File: config.mk
export PLATFORM = sky130hd
export DESIGN_NAME = byte_stuffing_frame_encoder
export DESIGN_NICKNAME = d
export VERILOG_FILES = /design/src/design/bsfe_pkg.sv /design/src/design/bsfe_front.sv /design/src/design/bsfe_fifo.sv /design/src/design/bsfe_back.sv /design/src/design/byte_stuffing_frame_encoder.sv
export VERILOG_INCLUDE_DIRS = /design/src /design/src/design
export SDC_FILE = /design/constraint.sdc
export NUM_CORES = 1
export LEC_CHECK = 0
export ABC_AREA = 1
export ABC_CLOCK_PERIOD_IN_PS = 5600
export BUFFER_PORTS_ARGS = -buffer_cell sky130_fd_sc_hd__buf_2
export CORE_ASPECT_RATIO = 0.9
export CORE_MARGIN = 1.5
export CORE_UTILIZATION = 45
export DETAILED_ROUTE_END_ITERATION = 16
export GPL_ROUTABILITY_DRIVEN = 1
export GPL_TIMING_DRIVEN = 0
export PLACE_DENSITY_LB_ADDON = 0.25
export SYNTH_ARGS = -nofsm -noshare
export SYNTH_HDL_FRONTEND = slang
export SYNTH_SLANG_ARGS = --single-unit
File: constraint.sdc
create_clock -name clk -period 5.6 [get_ports clk]
set_clock_uncertainty 0.2 [all_clocks]
set_input_delay 0.56 -clock clk [delete_from_list [all_inputs] [get_ports clk]]
set_output_delay 0.56 -clock clk [all_outputs]
set_load 0.1 [all_outputs]
File: src/design/byte_stuffing_frame_encoder_defines.svh
// assertion macros for the byte stuffing frame encoder
// expects clk and rst_n in the scope of each use
`ifndef BYTE_STUFFING_FRAME_ENCODER_DEFINES_SVH
`define BYTE_STUFFING_FRAME_ENCODER_DEFINES_SVH
`ifndef SYNTHESIS
`define BSFE_ASSERT_NEXT(lbl, ante, cons, msg) \
  lbl: assert property (@(posedge clk) disable iff (!rst_n) (ante) |=> (cons)) \
    else $error(msg);
`define BSFE_ASSERT_NOW(lbl, ante, cons, msg) \
  lbl: assert property (@(posedge clk) disable iff (!rst_n) (ante) |-> (cons)) \
    else $error(msg);
`else
`define BSFE_ASSERT_NEXT(lbl, ante, cons, msg)
`define BSFE_ASSERT_NOW(lbl, ante, cons, msg)
`endif
`endif

File: src/design/bsfe_pkg.sv
// shared types, codes and helpers for the byte stuffing frame encoder
// no dependencies
package bsfe_pkg;

  localparam logic [7:0] START_CODE = 8'hD8;
  localparam logic [7:0] STOP_CODE  = 8'hDA;
  localparam logic [7:0] ESC_CODE   = 8'hDA;
  localparam logic [7:0] ESC_LOW    = 8'hD8;
  localparam logic [7:0] ESC_HIGH   = 8'hDF;
  localparam logic [7:0] ESC_CLEAR  = 8'h10;

  localparam int QDEPTH = 2;
  localparam int QPTR_W = $clog2(QDEPTH);

  typedef struct packed {
    logic [7:0] data_byte;
    logic       first_byte;
    logic       last_byte;
  } in_item_t;

  typedef struct packed {
    logic [7:0] out_byte;
    logic       end_of_burst;
  } out_item_t;

  typedef struct packed {
    logic [7:0] data;
    logic [7:0] sum;
    logic       first;
    logic       last;
    logic       data_special;
    logic       esc_sum;
  } job_t;

  typedef enum logic [2:0] {
    PH_IDLE,
    PH_START,
    PH_DESC,
    PH_DATA,
    PH_SESC,
    PH_SUM,
    PH_STOP
  } phase_t;

  typedef struct packed {
    phase_t phase;
    logic   job_wait;
  } back_stat_t;

  function automatic logic is_special(logic [7:0] b);
    return (b >= ESC_LOW) && (b <= ESC_HIGH);
  endfunction

  function automatic logic [7:0] stuff_byte(logic [7:0] b);
    return b & ~ESC_CLEAR;
  endfunction

  function automatic phase_t first_phase(job_t j);
    phase_t p;
    if (j.first) begin
      p = PH_START;
    end else if (j.data_special) begin
      p = PH_DESC;
    end else begin
      p = PH_DATA;
    end
    return p;
  endfunction

endpackage

File: src/design/bsfe_front.sv
// front end: accepts requests, keeps the running checksum, builds jobs
// depends on bsfe_pkg
module bsfe_front (
  input  logic              clk,
  input  logic              rst_n,
  input  logic              push,
  input  bsfe_pkg::in_item_t in_data,
  input  logic              q_full,
  output logic              q_push,
  output bsfe_pkg::job_t    q_job
);

  logic [7:0] sum_r;
  logic [7:0] sum_nxt;
  logic [7:0] base;
  logic [7:0] contrib;
  logic       data_special;

  assign q_push       = push && !q_full;
  assign data_special = bsfe_pkg::is_special(in_data.data_byte);
  assign base         = in_data.first_byte ? 8'h00 : sum_r;
  assign contrib      = data_special ?
                        8'(bsfe_pkg::ESC_CODE + bsfe_pkg::stuff_byte(in_data.data_byte)) :
                        in_data.data_byte;
  assign sum_nxt      = 8'(base + contrib);

  always_comb begin
    q_job.data         = in_data.data_byte;
    q_job.sum          = sum_nxt;
    q_job.first        = in_data.first_byte;
    q_job.last         = in_data.last_byte;
    q_job.data_special = data_special;
    q_job.esc_sum      = bsfe_pkg::is_special(sum_nxt);
  end

  always_ff @(posedge clk) begin
    if (!rst_n) begin
      sum_r <= 8'h00;
    end else if (q_push) begin
      sum_r <= sum_nxt;
    end
  end

endmodule

File: src/design/bsfe_fifo.sv
// short job queue between front and back end
// depends on bsfe_pkg
module bsfe_fifo (
  input  logic           clk,
  input  logic           rst_n,
  input  logic           wr_en,
  input  bsfe_pkg::job_t wr_job,
  output logic           full,
  input  logic           rd_en,
  output bsfe_pkg::job_t rd_job,
  output logic           empty
);

  bsfe_pkg::job_t                mem_r [bsfe_pkg::QDEPTH];
  logic [bsfe_pkg::QPTR_W-1:0]   wr_ptr_r;
  logic [bsfe_pkg::QPTR_W-1:0]   wr_ptr_nxt;
  logic [bsfe_pkg::QPTR_W-1:0]   rd_ptr_r;
  logic [bsfe_pkg::QPTR_W-1:0]   rd_ptr_nxt;
  logic [bsfe_pkg::QPTR_W:0]     count_r;
  logic [bsfe_pkg::QPTR_W:0]     count_nxt;
  logic                          do_wr;
  logic                          do_rd;

  assign full   = (count_r == (bsfe_pkg::QPTR_W+1)'(bsfe_pkg::QDEPTH));
  assign empty  = (count_r == '0);
  assign do_wr  = wr_en && !full;
  assign do_rd  = rd_en && !empty;
  assign rd_job = mem_r[rd_ptr_r];

  assign wr_ptr_nxt = do_wr ? wr_ptr_r + 1'b1 : wr_ptr_r;
  assign rd_ptr_nxt = do_rd ? rd_ptr_r + 1'b1 : rd_ptr_r;

  always_comb begin
    count_nxt = count_r;
    if (do_wr && !do_rd) begin
      count_nxt = count_r + 1'b1;
    end else if (!do_wr && do_rd) begin
      count_nxt = count_r - 1'b1;
    end
  end

  always_ff @(posedge clk) begin
    if (do_wr) begin
      mem_r[wr_ptr_r] <= wr_job;
    end
  end

  always_ff @(posedge clk) begin
    if (!rst_n) begin
      wr_ptr_r <= '0;
      rd_ptr_r <= '0;
      count_r  <= '0;
    end else begin
      wr_ptr_r <= wr_ptr_nxt;
      rd_ptr_r <= rd_ptr_nxt;
      count_r  <= count_nxt;
    end
  end

endmodule

File: src/design/bsfe_back.sv
// back end: sequences the framed bytes of each job into the output register
// depends on bsfe_pkg
module bsfe_back (
  input  logic                 clk,
  input  logic                 rst_n,
  input  bsfe_pkg::job_t       q_job,
  input  logic                 q_empty,
  output logic                 q_pop,
  input  logic                 pop,
  output logic                 empty,
  output bsfe_pkg::out_item_t  out_data,
  output bsfe_pkg::back_stat_t stat
);

  bsfe_pkg::phase_t    phase_r;
  bsfe_pkg::phase_t    phase_nxt;
  bsfe_pkg::job_t      job_r;
  bsfe_pkg::job_t      job_nxt;
  logic                out_v_r;
  logic                out_v_nxt;
  bsfe_pkg::out_item_t out_r;
  bsfe_pkg::out_item_t out_nxt;
  logic                adv;
  logic                done_here;
  logic                load;
  logic [7:0]          emit_byte;
  logic                emit_eob;

  assign adv       = (phase_r != bsfe_pkg::PH_IDLE) && (!out_v_r || pop);
  assign done_here = ((phase_r == bsfe_pkg::PH_DATA) && !job_r.last) ||
                     (phase_r == bsfe_pkg::PH_STOP);
  assign load      = (phase_r == bsfe_pkg::PH_IDLE) || (adv && done_here);
  assign q_pop     = load && !q_empty;

  // next phase
  always_comb begin
    phase_nxt = phase_r;
    case (phase_r)
      bsfe_pkg::PH_IDLE: begin
        if (!q_empty) begin
          phase_nxt = bsfe_pkg::first_phase(q_job);
        end
      end
      bsfe_pkg::PH_START: begin
        if (adv) begin
          phase_nxt = job_r.data_special ? bsfe_pkg::PH_DESC : bsfe_pkg::PH_DATA;
        end
      end
      bsfe_pkg::PH_DESC: begin
        if (adv) begin
          phase_nxt = bsfe_pkg::PH_DATA;
        end
      end
      bsfe_pkg::PH_DATA: begin
        if (adv) begin
          if (job_r.last) begin
            phase_nxt = job_r.esc_sum ? bsfe_pkg::PH_SESC : bsfe_pkg::PH_SUM;
          end else begin
            phase_nxt = q_empty ? bsfe_pkg::PH_IDLE : bsfe_pkg::first_phase(q_job);
          end
        end
      end
      bsfe_pkg::PH_SESC: begin
        if (adv) begin
          phase_nxt = bsfe_pkg::PH_SUM;
        end
      end
      bsfe_pkg::PH_SUM: begin
        if (adv) begin
          phase_nxt = bsfe_pkg::PH_STOP;
        end
      end
      bsfe_pkg::PH_STOP: begin
        if (adv) begin
          phase_nxt = q_empty ? bsfe_pkg::PH_IDLE : bsfe_pkg::first_phase(q_job);
        end
      end
      default: begin
        phase_nxt = bsfe_pkg::PH_IDLE;
      end
    endcase
  end

  // byte per phase
  always_comb begin
    emit_byte = bsfe_pkg::STOP_CODE;
    emit_eob  = 1'b0;
    case (phase_r)
      bsfe_pkg::PH_START: begin
        emit_byte = bsfe_pkg::START_CODE;
      end
      bsfe_pkg::PH_DESC: begin
        emit_byte = bsfe_pkg::ESC_CODE;
      end
      bsfe_pkg::PH_DATA: begin
        emit_byte = job_r.data_special ? bsfe_pkg::stuff_byte(job_r.data) : job_r.data;
        emit_eob  = !job_r.last;
      end
      bsfe_pkg::PH_SESC: begin
        emit_byte = bsfe_pkg::ESC_CODE;
      end
      bsfe_pkg::PH_SUM: begin
        emit_byte = job_r.esc_sum ? bsfe_pkg::stuff_byte(job_r.sum) : job_r.sum;
      end
      bsfe_pkg::PH_STOP: begin
        emit_byte = bsfe_pkg::STOP_CODE;
        emit_eob  = 1'b1;
      end
      default: begin
        emit_byte = bsfe_pkg::STOP_CODE;
        emit_eob  = 1'b0;
      end
    endcase
  end

  always_comb begin
    job_nxt   = q_pop ? q_job : job_r;
    out_v_nxt = out_v_r;
    out_nxt   = out_r;
    if (adv) begin
      out_v_nxt            = 1'b1;
      out_nxt.out_byte     = emit_byte;
      out_nxt.end_of_burst = emit_eob;
    end else if (pop) begin
      out_v_nxt = 1'b0;
    end
  end

  always_ff @(posedge clk) begin
    job_r <= job_nxt;
    out_r <= out_nxt;
  end

  always_ff @(posedge clk) begin
    if (!rst_n) begin
      phase_r <= bsfe_pkg::PH_IDLE;
      out_v_r <= 1'b0;
    end else begin
      phase_r <= phase_nxt;
      out_v_r <= out_v_nxt;
    end
  end

  assign empty         = !out_v_r;
  assign out_data      = out_r;
  assign stat.phase    = phase_r;
  assign stat.job_wait = !q_empty;

endmodule

File: src/design/byte_stuffing_frame_encoder.sv
// byte stuffing frame encoder: front end, job queue, byte sequencer
// a request passes the queue, the sequencer job register and the output byte register
// throughput: one result per cycle unless pop is low; a request makes 1 to 6 results,
// paced by the single output byte register of the sequencer
// reset (synchronous, rst_n low) clears the checksum, the queue and the sequencer
// depends on bsfe_pkg, bsfe_front, bsfe_fifo, bsfe_back
`include "byte_stuffing_frame_encoder_defines.svh"
module byte_stuffing_frame_encoder (
  input  logic                clk,
  input  logic                rst_n,
  input  logic                push,
  output logic                full,
  input  bsfe_pkg::in_item_t  in_data,
  output logic                empty,
  input  logic                pop,
  output bsfe_pkg::out_item_t out_data
);

  logic                 q_push;
  logic                 q_pop;
  logic                 q_empty;
  logic                 back_idle;
  bsfe_pkg::job_t       wr_job;
  bsfe_pkg::job_t       rd_job;
  bsfe_pkg::back_stat_t stat;

  bsfe_front u_front (
    .clk     (clk),
    .rst_n   (rst_n),
    .push    (push),
    .in_data (in_data),
    .q_full  (full),
    .q_push  (q_push),
    .q_job   (wr_job)
  );

  bsfe_fifo u_fifo (
    .clk    (clk),
    .rst_n  (rst_n),
    .wr_en  (q_push),
    .wr_job (wr_job),
    .full   (full),
    .rd_en  (q_pop),
    .rd_job (rd_job),
    .empty  (q_empty)
  );

  bsfe_back u_back (
    .clk      (clk),
    .rst_n    (rst_n),
    .q_job    (rd_job),
    .q_empty  (q_empty),
    .q_pop    (q_pop),
    .pop      (pop),
    .empty    (empty),
    .out_data (out_data),
    .stat     (stat)
  );

  assign back_idle = (stat.phase == bsfe_pkg::PH_IDLE);

  `BSFE_ASSERT_NEXT(a_accept_fills_queue, q_push, !q_empty || !back_idle, "request lost")
  `BSFE_ASSERT_NEXT(a_idle_picks_job, back_idle && stat.job_wait, !back_idle, "job waiting")
  `BSFE_ASSERT_NOW(a_pop_only_on_load, q_pop, !q_empty, "queue read while empty")

endmodule

==> impl_metrics.env, run 1 <==
export IMPL_rr_startpoint="u_front.sum_r[0]$_SDFFE_PN0P_"
export IMPL_clockRootBuffer="clkbuf_8"
export IMPL_postRouteWirelength_um=6533
export IMPL_internal_power_mw=1.282
export IMPL_place_area_um2=3989
export IMPL_syn_inst=356
export IMPL_via_count_of_the_first_global_routing_pass=2232
export IMPL_path_max_fanout=6
export IMPL_final_layout_size_suffix_gt1_share_pct=14.57
export IMPL_register_area_um2=2382
export IMPL_finalWeightedCongestion=0.7914
export IMPL_initial_antenna_violation_count=0
export IMPL_viasPerCell=4.897
export IMPL_final_cells=497
export IMPL_timing_final_crit_share_pct=47.13
export IMPL_via_count=2434
export IMPL_yosys_cell_count_top_type="nand2_1"
export IMPL_timing_final_max_slew_violations=0
export IMPL_cts_repair_resize_count=0
export IMPL_fillCellCount=714
export IMPL_final_cell_area_excluding_filler_cells_um2=4187
export IMPL_worstSetupEndpointType="flip-flop"
export IMPL_grt_use_total_pct=16.40
export IMPL_mappedNetlistArea_um2=3717
export IMPL_synth_top_cells_by_count="nand2_1 (106), edfxtp_1 (68), inv_1 (41)"
export IMPL_final_net_count=418
export IMPL_count_of_unique_library_cells_instantiated_by_yosys=36
export IMPL_finalWorstSetupSlack_ps=2961
export IMPL_timing_critical_path_from_type="primary input"
export IMPL_antennaDiodeCount=0
export IMPL_numPlacedInstances=481
export IMPL_yosysWarningCount=0
export IMPL_dpl_worst_slack_ps=2586
export IMPL_die_y_um=89.23
export IMPL_synth_async_sr_flop_share_pct=0
export IMPL_share_of_synthesized_area_spent_on_multiplexers_pct=0.2693
export IMPL_standard_cell_core_area_um2=8029
export IMPL_rsz_0062_raised_after_global_routing="no"
export IMPL_classification_of_the_worst_slack_hold_path="primary input to flip-flop"
export IMPL_synth_yosys_seq_area_share_pct=64.09
export IMPL_synth_compound_area_share_pct=7.439
export IMPL_final_setup_tns_ps=0
export IMPL_power_share_clock_pct=20.5
export IMPL_hpwlAfterDp_um=4954
export IMPL_post_synth_main_area_contributors="edfxtp_1 (55%), nand2_1 (11%), dfxtp_1 (9.2%), inv_1 (4.1%), ha_1 (3.4%)"
export IMPL_core_rowCount=31
export IMPL_pwr_density_cell_nw_per_um2=494.4
export IMPL_finalHoldWorstSlack_ps=209.0
export IMPL_setup_violations=0
export IMPL_die_x_um=98.81
export IMPL_io_pins=25
export IMPL_detail_route_wl_per_cell_um=13.14
export IMPL_utilization_pct=52.14
export IMPL_design_die_area_um2=8816
export IMPL_firstDrtPassIters=10
export IMPL_violations="DRC"
export IMPL_grt_first_pass_wirelength_um=10800
export IMPL_area_delta_synth_final_pct=12.62
export IMPL_max_cap_viol_count=0
export IMPL_seqPwrFrac_pct=46.6
export IMPL_holdBufCountCts=0
export IMPL_drtAntennaViolNets=0
export IMPL_synth_edff_count=68
export IMPL_crit_type="primary input to flip-flop"
export IMPL_finalHoldViolations=0
export IMPL_synth_top_family_by_area="simple AND/OR/NAND/NOR gates"
export IMPL_multi_input_comb_area_um2=1145
export IMPL_power_static_leakage_nw=1.785
export IMPL_status="finished, violations left"
export IMPL_simple_gate_share_of_the_synthesized_area_pct=18.11
export IMPL_final_period_minus_worst_setup_slack_ps=2639
export IMPL_cp_arrival_ps=2540
export IMPL_clockBufferDepth=2
export IMPL_cts_tree="done"
export IMPL_maximum_number_of_pins_on_one_net_before_global_route_repair=20
export IMPL_cts_htree_levels=3
export IMPL_share_comb_of_total_power_pct=32.9
export IMPL_synth_largest_area_cell="edfxtp_1"
export IMPL_clkSlewWorstSetupHoldPaths_ps=80
export IMPL_cts_sinks=85
export IMPL_synth_adder_area_share_pct=3.904
export IMPL_fmaxAchievable_mhz=378.9
export IMPL_netSwitchingPower_mw=0.7875
export IMPL_cp_required_ps=5500
export IMPL_min_delay_start="in_data[1]"
export IMPL_tightestPinTransition_ps=701.3
export IMPL_power_switching_share_pct=38.04
export IMPL_peakVddDrop_uv=223.1
export IMPL_postSynthAreaPerCell_um2=10.44
export IMPL_synth_flop_cell="edfxtp_1"
export IMPL_worstSkewPairLatency_ps=350
export IMPL_total_power_mw=2.070
export IMPL_cts_buffers_inserted=9
export IMPL_startpoint="in_data[5]"
export IMPL_drt_first_iter_violations=102
export IMPL_synth_xor_xnor_area_share_pct=0.9424
export IMPL_post_cts_buffers=0
export IMPL_overflow=0
export IMPL_port_buffers=24
export IMPL_route_detailed_drc=1
export IMPL_relative_max_transition_margin_pct=53.08
export IMPL_postSynthNetCount=381
export IMPL_starting_density_of_the_core_pct=46.30
export IMPL_synthDominantCellAreaShare_pct=54.93
export IMPL_postSynthRegisterBits=85
[registers in the layout, indices dropped and copies added, names as in the netlist, named ones only]
name             count
u_fifo.rd_ptr_r      1
u_fifo.wr_ptr_r      1
u_back.phase_r       3
u_fifo.count_r       2
u_fifo.mem_r        40
u_front.sum_r        8
u_back.out_data      9
u_back.job_r        19
u_back.out_v_r       1
[cell usage in the layout, fill, tap and decap left out, drive strengths merged]
cell	instances
a32oi	1
buf	31
mux2i	1
o21bai	1
bufinv	1
dfxtp	17
a22o	3
a21oi	19
ha	10
o21ai	15
nand4	6
edfxtp	68
nor3	1
o211ai	1
clkinv	5
nand2b	1
nor2	27
nand2	108
inv	44
nand3b	1
a221o	3
nand3	13
or2	2
xnor2	1
clkbuf	10
fa	1
xor2	3
clkinvlp	2
o21a	2
[critical path, cell delays in order]
cell,delay [ps]
buf_2,110
inv_1,70
nor2_1,80
nand4_1,160
inv_1,210
a21oi_1,110
ha_1,380
a21oi_1,190
nand2_1,80
or2_2,270
nand2_1,130
nor2_1,50
nand3_1,80
nor2_1,50
[logic make-up after synthesis]
family	count (synthesis)
and+or+nand+nor	159
DFF	85
buffers and inverters	51
AOI/OAI and AO/OA	45
adders and majority gates	11
xor gates and xnor gates	4
muxes	1
[power groups by stage]
stage	logic, mW	clock network (mW)	registers [mW]
floorplan	0.422	0	1.08
global placement	0.665	0	0.980
detailed placement	0.686	0	0.981
CTS	0.688	0.433	0.966
global route	0.757	0.465	0.981
finish	0.680	0.425	0.965
[worst paths after layout]
path,endpoint,slack (ps),cells past startpoint
worst min register to register,u_front.sum_r[0]$_SDFFE_PN0P_,260,2
worst max register to register,u_fifo.mem_r[0][0]$_DFFE_PP_,3250,11
worst max-delay path,u_fifo.mem_r[0][0]$_DFFE_PP_,2960,14
worst min-delay path,u_fifo.mem_r[0][3]$_DFFE_PP_,210,1
[final cells by class]
type	count	share of cell area [%]
Multi-Input combinational cell	220	27.35
Tap cell	99	2.959
Clock inverter	7	1.763
Sequential cell	85	56.90
Inverter	45	4.035
Buffer	6	0.6276
Timing Repair Buffer	26	3.407
Clock buffer	9	2.959
[routing by layer]
metal / track usage (%) / wire length [µm] / vias up
li1: - / - / 1269
met1: 20.26 / 2978 / 1124
met2: 28.21 / 3258 / 37
met3: 5.160 / 246 / 4
met4: 4.675 / 51 / 0
met5: 0 / 0 / -
No activity file was read; power rests on OpenSTA's default activity.
==> inputs of run 2 (changes only) <==
ABC_CLOCK_PERIOD_IN_PS = 2150   (was 5600)
clock period = 2.15 ns   (was 5.6 ns; I/O delays follow)
==> run 2 against run 1 <==
  * Non-clock buffer count is 13 higher
  * Worst setup slack worse by 2900 ps
  * Final area grew 7.0%
  * The run still ends with DRC left
==> impl_metrics.env, run 2 (synthesized netlist as in run 1, its figures left out) <==
export IMPL_status="finished, violations left"
export IMPL_violations="DRC"
export IMPL_postRouteWirelength_um=6559
export IMPL_final_net_count=431
export IMPL_clockRootBuffer="clkbuf_8"
export IMPL_maximum_number_of_pins_on_one_net_before_global_route_repair=22
export IMPL_power_static_leakage_nw=1.861
export IMPL_initial_antenna_violation_count=0
export IMPL_relative_max_transition_margin_pct=53.31
export IMPL_rr_startpoint="u_back.phase_r[0]$_SDFFE_PN0P_"
export IMPL_finalHoldViolations=0
export IMPL_grt_use_total_pct=16.34
export IMPL_starting_density_of_the_core_pct=46.30
export IMPL_firstDrtPassIters=10
export IMPL_power_share_clock_pct=21.6
export IMPL_peakVddDrop_uv=490.9
export IMPL_r2r_slack_ps=100
export IMPL_worst_r2r_path_depth=8
export IMPL_overflow=0
export IMPL_final_layout_size_suffix_gt1_share_pct=21.17
export IMPL_worstSetupEndpointType="flip-flop"
export IMPL_cts_tree="done"
export IMPL_timing_critical_path_from_type="flip-flop"
export IMPL_crit_path_top_delay_cell="dfxtp_2"
export IMPL_cts_htree_levels=3
export IMPL_setup_violations=0
export IMPL_grt_first_pass_wirelength_um=11010
export IMPL_via_count=2457
export IMPL_netSwitchingPower_mw=2.063
export IMPL_cp_required_ps=2180
export IMPL_port_buffers=24
export IMPL_layout_commonest_cell="nand2_1"
export IMPL_die_y_um=89.23
export IMPL_core_rowCount=31
export IMPL_seqPwrFrac_pct=45.1
export IMPL_layout_common_cells="nand2_1 (102), edfxtp_1 (68), inv_1 (37), buf_2 (25), nor2_1 (20)"
export IMPL_startpoint="u_back.phase_r[0]$_SDFFE_PN0P_"
export IMPL_antennaDiodeCount=0
export IMPL_worst_r2r_endpoint="u_fifo.count_r[1]$_SDFFE_PN0P_"
export IMPL_clkSlewWorstSetupHoldPaths_ps=80
export IMPL_finalHoldWorstSlack_ps=40.14
export IMPL_cp_arrival_ps=2090
export IMPL_share_comb_of_total_power_pct=33.3
export IMPL_detail_route_wl_per_cell_um=12.86
export IMPL_worstSkewPairLatency_ps=340
export IMPL_drtAntennaViolNets=0
export IMPL_die_x_um=98.81
export IMPL_io_pins=25
export IMPL_cp_cell_sequence="nor3_2 -> nand2_1 -> o21a_4 -> ha_1 -> a21oi_1 -> o21ai_0 -> o21ai_0 -> a21oi_1"
export IMPL_timing_final_crit_share_pct=95.54
export IMPL_route_detailed_drc=3
export IMPL_cts_sinks=85
export IMPL_via_count_of_the_first_global_routing_pass=2347
export IMPL_rsz_0062_raised_after_global_routing="no"
export IMPL_worst_path_max_stage_delay_ps=360
export IMPL_path_max_fanout=6
export IMPL_pwr_density_cell_nw_per_um2=1247
export IMPL_power_switching_share_pct=36.94
export IMPL_max_cap_viol_count=0
export IMPL_design_die_area_um2=8816
export IMPL_crit_path_end="u_fifo.count_r[1]$_SDFFE_PN0P_"
export IMPL_hpwlAfterDp_um=4748
export IMPL_area_delta_synth_final_pct=20.46
export IMPL_timing_final_max_slew_violations=0
export IMPL_internal_power_mw=3.520
export IMPL_drt_first_iter_violations=186
export IMPL_cts_buffers_inserted=9
export IMPL_standard_cell_core_area_um2=8029
export IMPL_crit_type="flip-flop to flip-flop"
export IMPL_registers_top_by_ff_count="u_fifo.mem_r"
export IMPL_fmaxAchievable_mhz=486.8
export IMPL_total_power_mw=5.583
export IMPL_tightestPinTransition_ps=697.7
export IMPL_final_period_minus_worst_setup_slack_ps=2054
export IMPL_clockBufferDepth=2
export IMPL_finalWeightedCongestion=0.7978
export IMPL_max_ffs_per_register=40
export IMPL_classification_of_the_worst_slack_hold_path="primary input to flip-flop"
export IMPL_viasPerCell=4.818
-- run 2: cell count changes in the layout (fill, tap and decap cells not counted), sizes merged --
cell and change:
bufinv +1, inv -1, clkinv -3, clkbuf +3, dlygate4sd3 +10, clkinvlp +1
buf +2
-- run 2: power groups by stage --
stage               Clock (mW)  Combinational [mW]  Sequential (mW)
CTS                       1.24                1.83             2.52
global placement             0                1.74             2.55
global route              1.30                2.08             2.56
detailed placement           0                1.79             2.56
floorplan                    0                1.12             2.81
finish                    1.21                1.86             2.52
-- run 2: worst min-delay path by stage --
stage,startpoint,to,slack [ps],cells after the start
3_5_place_dp,in_data[0],u_fifo.mem_r[0][2]$_DFFE_PP_,210,1
4_1_cts,rst_n,u_fifo.count_r[0]$_SDFFE_PN0P_,40,3
3_3_place_gp,in_data[0],u_fifo.mem_r[0][2]$_DFFE_PP_,210,1
2_1_floorplan,in_data[2],u_fifo.mem_r[0][12]$_DFFE_PP_,110,0
6_report,rst_n,u_fifo.count_r[0]$_SDFFE_PN0P_,40,3
5_1_grt,rst_n,u_back.phase_r[0]$_SDFFE_PN0P_,70,3
-- run 2: through the flow --
step           instance area [µm²]  util (%)  setup TNS (ps)  cells  setup slack, ps
6_report                      4478     55.77               0    510            95.84
5_1_grt                       4478     55.77               0    510            7.433
4_1_cts                       4395     54.75               0    509            27.39
3_5_place_dp                  4028     50.16           -7923    480           -593.7
3_3_place_gp                  4010     49.95          -17190    479           -599.1
2_1_floorplan                 3766         -          -115.9    356           -43.84
-- run 2: area by class of cell --
type	instances	area [µm²]
Clock buffer	11	131.4
Multi-Input combinational cell	220	1252
Inverter	45	191.4
Buffer	6	26.28
Fill cell	712	3551
Clock inverter	5	83.83
Tap cell	99	123.9
Timing Repair Buffer	39	282.8
Sequential cell	85	2386
-- run 2: what timing repair did --
| item | CTS | global route |
|---|---|---|
| endpoints found under the hold margin | 20 | 0 |
| hold buffers | 10 | 0 |
| cloned | 0 | 0 |
| pin swaps | 2 | 7 |
| gates resized for setup | 7 | 21 |
| setup buffers | 3 | 1 |
| endpoints found under the setup margin | 30 | 28 |
-- run 2: critical path, delay by kind of cell (launching register included) --
kind | cells | cell delay, ps
compound gates | 5 | 630
simple gates | 2 | 460
flops | 1 | 360
fa+ha+maj | 1 | 300
-- run 2: metal layers --
layer  share of wire [%]  track usage (%)  vias up
met5                   0                0        -
met1                  45            20.52     1127
li1                    -                -     1289
met4                0.81            5.065        0
met3                 4.3            3.753        5
met2                  50            28.65       36
==> inputs of run 3 (changes only) <==
ABC_CLOCK_PERIOD_IN_PS = 2250   (was 2150)
CTS_BUF_LIST = sky130_fd_sc_hd__clkbuf_16   (was default)
clock period = 2.25 ns   (was 2.15 ns; I/O delays follow)
==> run 3 against run 2 <==
  * The flow still finishes with violations (DRC)
  * Via count rose by 4.6%
  * Worst setup slack worse by 9.6 ps
  * Global-route usage rose by 0.54 points
  * Non-clock buffer count grew 4
  * Register-to-register slack gained 30 ps
  * Critical path depth increased by 5
  * Flip-flop and latch count is the same
  * Combinational power down 3%
  * Die area did not move
  * Worst hold slack gained 36 ps
  * Critical path type is now primary input to flip-flop
  * Critical endpoint is now u_fifo.mem_r[1][0]$_DFFE_PP_
  * Largest cell class unchanged
==> impl_metrics.env, run 3 (synthesized netlist as in run 1, its figures left out) <==
export IMPL_utilization_pct=56.85
export IMPL_max_cap_viol_count=0
export IMPL_cts_buffers_inserted=9
export IMPL_die_x_um=98.81
export IMPL_timing_critical_path_from_type="primary input"
export IMPL_finalWeightedCongestion=0.7837
export IMPL_design_die_area_um2=8816
export IMPL_layout_common_cells="nand2_1 (101), edfxtp_1 (68), inv_1 (39), buf_2 (26), nor2_1 (22)"
export IMPL_share_comb_of_total_power_pct=31.9
export IMPL_fillCellCount=691
export IMPL_clockBufferDepth=2
export IMPL_relative_max_transition_margin_pct=53.75
export IMPL_hpwlAfterDp_um=4961
export IMPL_final_cells=514
export IMPL_maximum_number_of_pins_on_one_net_before_global_route_repair=20
export IMPL_cp_required_ps=2140
export IMPL_numPlacedInstances=481
export IMPL_crit_type="primary input to flip-flop"
export IMPL_timing_final_crit_share_pct=96.17
export IMPL_cts_sinks=85
export IMPL_final_period_minus_worst_setup_slack_ps=2164
export IMPL_final_net_count=435
export IMPL_initial_antenna_violation_count=0
export IMPL_via_count_of_the_first_global_routing_pass=2406
export IMPL_power_share_clock_pct=25.3
export IMPL_standard_cell_core_area_um2=8029
export IMPL_detail_route_wl_per_cell_um=13.71
export IMPL_area_delta_synth_final_pct=22.79
export IMPL_global_route_usage_met2_pct=30.85
export IMPL_cp_cell_sequence="buf_4 -> inv_4 -> nor2_2 -> nand4_1 -> xnor2_2 -> fa_2 -> nand3_1 -> nand2_1 -> or2_4 -> nand2_4 -> nor2_1 -> nand3_2 -> nor2_4"
export IMPL_classification_of_the_worst_slack_hold_path="primary input to flip-flop"
export IMPL_tightestPinTransition_ps=691.2
export IMPL_firstDrtPassIters=10
export IMPL_worstSkewPairLatency_ps=330
export IMPL_gr_max_usage_layer="met2"
export IMPL_worst_path_max_stage_delay_ps=440
export IMPL_route_detailed_drc=1
export IMPL_peakVddDrop_uv=576.4
export IMPL_power_switching_share_pct=36.29
export IMPL_clkSlewWorstSetupHoldPaths_ps=60
export IMPL_dpl_worst_slack_ps=-449.8
export IMPL_layout_commonest_cell="nand2_1"
export IMPL_final_layout_size_suffix_gt1_share_pct=21.20
export IMPL_gr_usage_met3_pct=4.144
export IMPL_clockRootBuffer="clkbuf_16"
export IMPL_finalWorstSetupSlack_ps=86.24
export IMPL_grt_first_pass_wirelength_um=11310
export IMPL_cts_htree_levels=3
export IMPL_registers_top_by_ff_count="u_fifo.mem_r"
export IMPL_timing_critical_path_depth=13
export IMPL_timing_critical_path_max_delay_family="simple AND/OR/NAND/NOR gates"
export IMPL_viasPerCell=5.000
export IMPL_cts_tree="done"
export IMPL_fmaxAchievable_mhz=462.2
export IMPL_timing_critical_path_buf_inv=2
export IMPL_grt_util_met1_pct=19.68
export IMPL_postRouteWirelength_um=7045
export IMPL_worstSetupEndpointType="flip-flop"
export IMPL_cp_arrival_ps=2050
export IMPL_path_max_fanout=4
export IMPL_violations="DRC"
export IMPL_status="finished, violations left"
export IMPL_drt_first_iter_violations=133
export IMPL_io_pins=25
export IMPL_via_count=2570
export IMPL_total_power_mw=5.645
export IMPL_holdPathStages=3
export IMPL_power_static_leakage_nw=1.918
export IMPL_netSwitchingPower_mw=2.049
export IMPL_port_buffers=24
export IMPL_starting_density_of_the_core_pct=46.30
export IMPL_seqPwrFrac_pct=42.7
export IMPL_crit_path_top_delay_cell="fa_2"
export IMPL_final_setup_tns_ps=0
export IMPL_setup_violations=0
export IMPL_max_ffs_per_register=40
export IMPL_core_rowCount=31
export IMPL_grt_use_total_pct=16.88
export IMPL_antennaDiodeCount=0
export IMPL_timing_final_max_slew_violations=0
export IMPL_drtAntennaViolNets=0
export IMPL_pwr_density_cell_nw_per_um2=1237
export IMPL_finalHoldViolations=0
export IMPL_overflow=0
export IMPL_internal_power_mw=3.597
export IMPL_worst_r2r_path_depth=6
export IMPL_die_y_um=89.23
==> run 3: changes by cell type in the layout (fill, tap and decap cells not counted), sizes merged <==
cell and change:
clkinv +1, bufinv -1, buf +5, clkbuf -3
inv +2
==> run 3: cell type report <==
cell class                 count  area (µm²)  area share [%]
clock buffer                   9       225.2           4.934
timing repair buffer          43       301.5           6.606
clock inverter                 7       67.56           1.480
buffer                         6       26.28          0.5757
multi-input combinational    220        1262           27.66
sequential                    85        2382           52.19
inverter                      45       175.2           3.838
tap                           99       123.9           2.714
==> run 3: tightest hold or removal path: stages <==
cell    delay, ps
buf_2          80
inv_1         130
nor2_1        130
==> run 3: power by group through the flow <==
| stage | Sequential, mW | Clock (mW) | Combinational (mW) |
|---|---|---|---|
| CTS | 2.42 | 1.45 | 1.75 |
| finish | 2.41 | 1.43 | 1.80 |
| floorplan | 2.69 | 0 | 1.05 |
| global placement | 2.44 | 0 | 1.65 |
| detailed placement | 2.45 | 0 | 1.71 |
| global route | 2.45 | 1.53 | 2.00 |
==> run 3: metrics by stage <==
stage | cell area [µm²] | hold slack [ps]
6_report | 4564 | 76.24
5_1_grt | 4564 | 80.58
4_1_cts | 4432 | 67.52
3_5_place_dp | 3993 | 227.2
3_3_place_gp | 3965 | 224.0
2_1_floorplan | 3721 | 123.9
==> run 3: worst paths after layout <==
path	slack (ps)	end	startpoint
worst min-delay path	80	u_fifo.count_r[0]$_SDFFE_PN0P_	rst_n
worst max register to register	130	u_back.job_r[8]$_DFFE_PP_	u_back.phase_r[2]$_SDFFE_PN0P_
worst min register to register	260	u_front.sum_r[0]$_SDFFE_PN0P_	u_front.sum_r[0]$_SDFFE_PN0P_
worst max-delay path	90	u_fifo.mem_r[1][0]$_DFFE_PP_	in_data[5]
==> run 3: what timing repair did <==
item,4_1_cts,5_1_grt
hold buffers,10,0
endpoints found under the hold margin,20,0
buffers inserted,4,3
endpoints found under the setup margin,2,9
pin swaps,1,13
gates resized for setup,6,25
==> run 3: routing by layer <==
metal | routed length (µm) | share of wire, % | vias up
met5 | 0 | 0 | -
met4 | 103 | 1.5 | 0
met3 | 233 | 3.3 | 10
met2 | 3685 | 52 | 43
met1 | 3022 | 43 | 1211
li1 | - | - | 1306
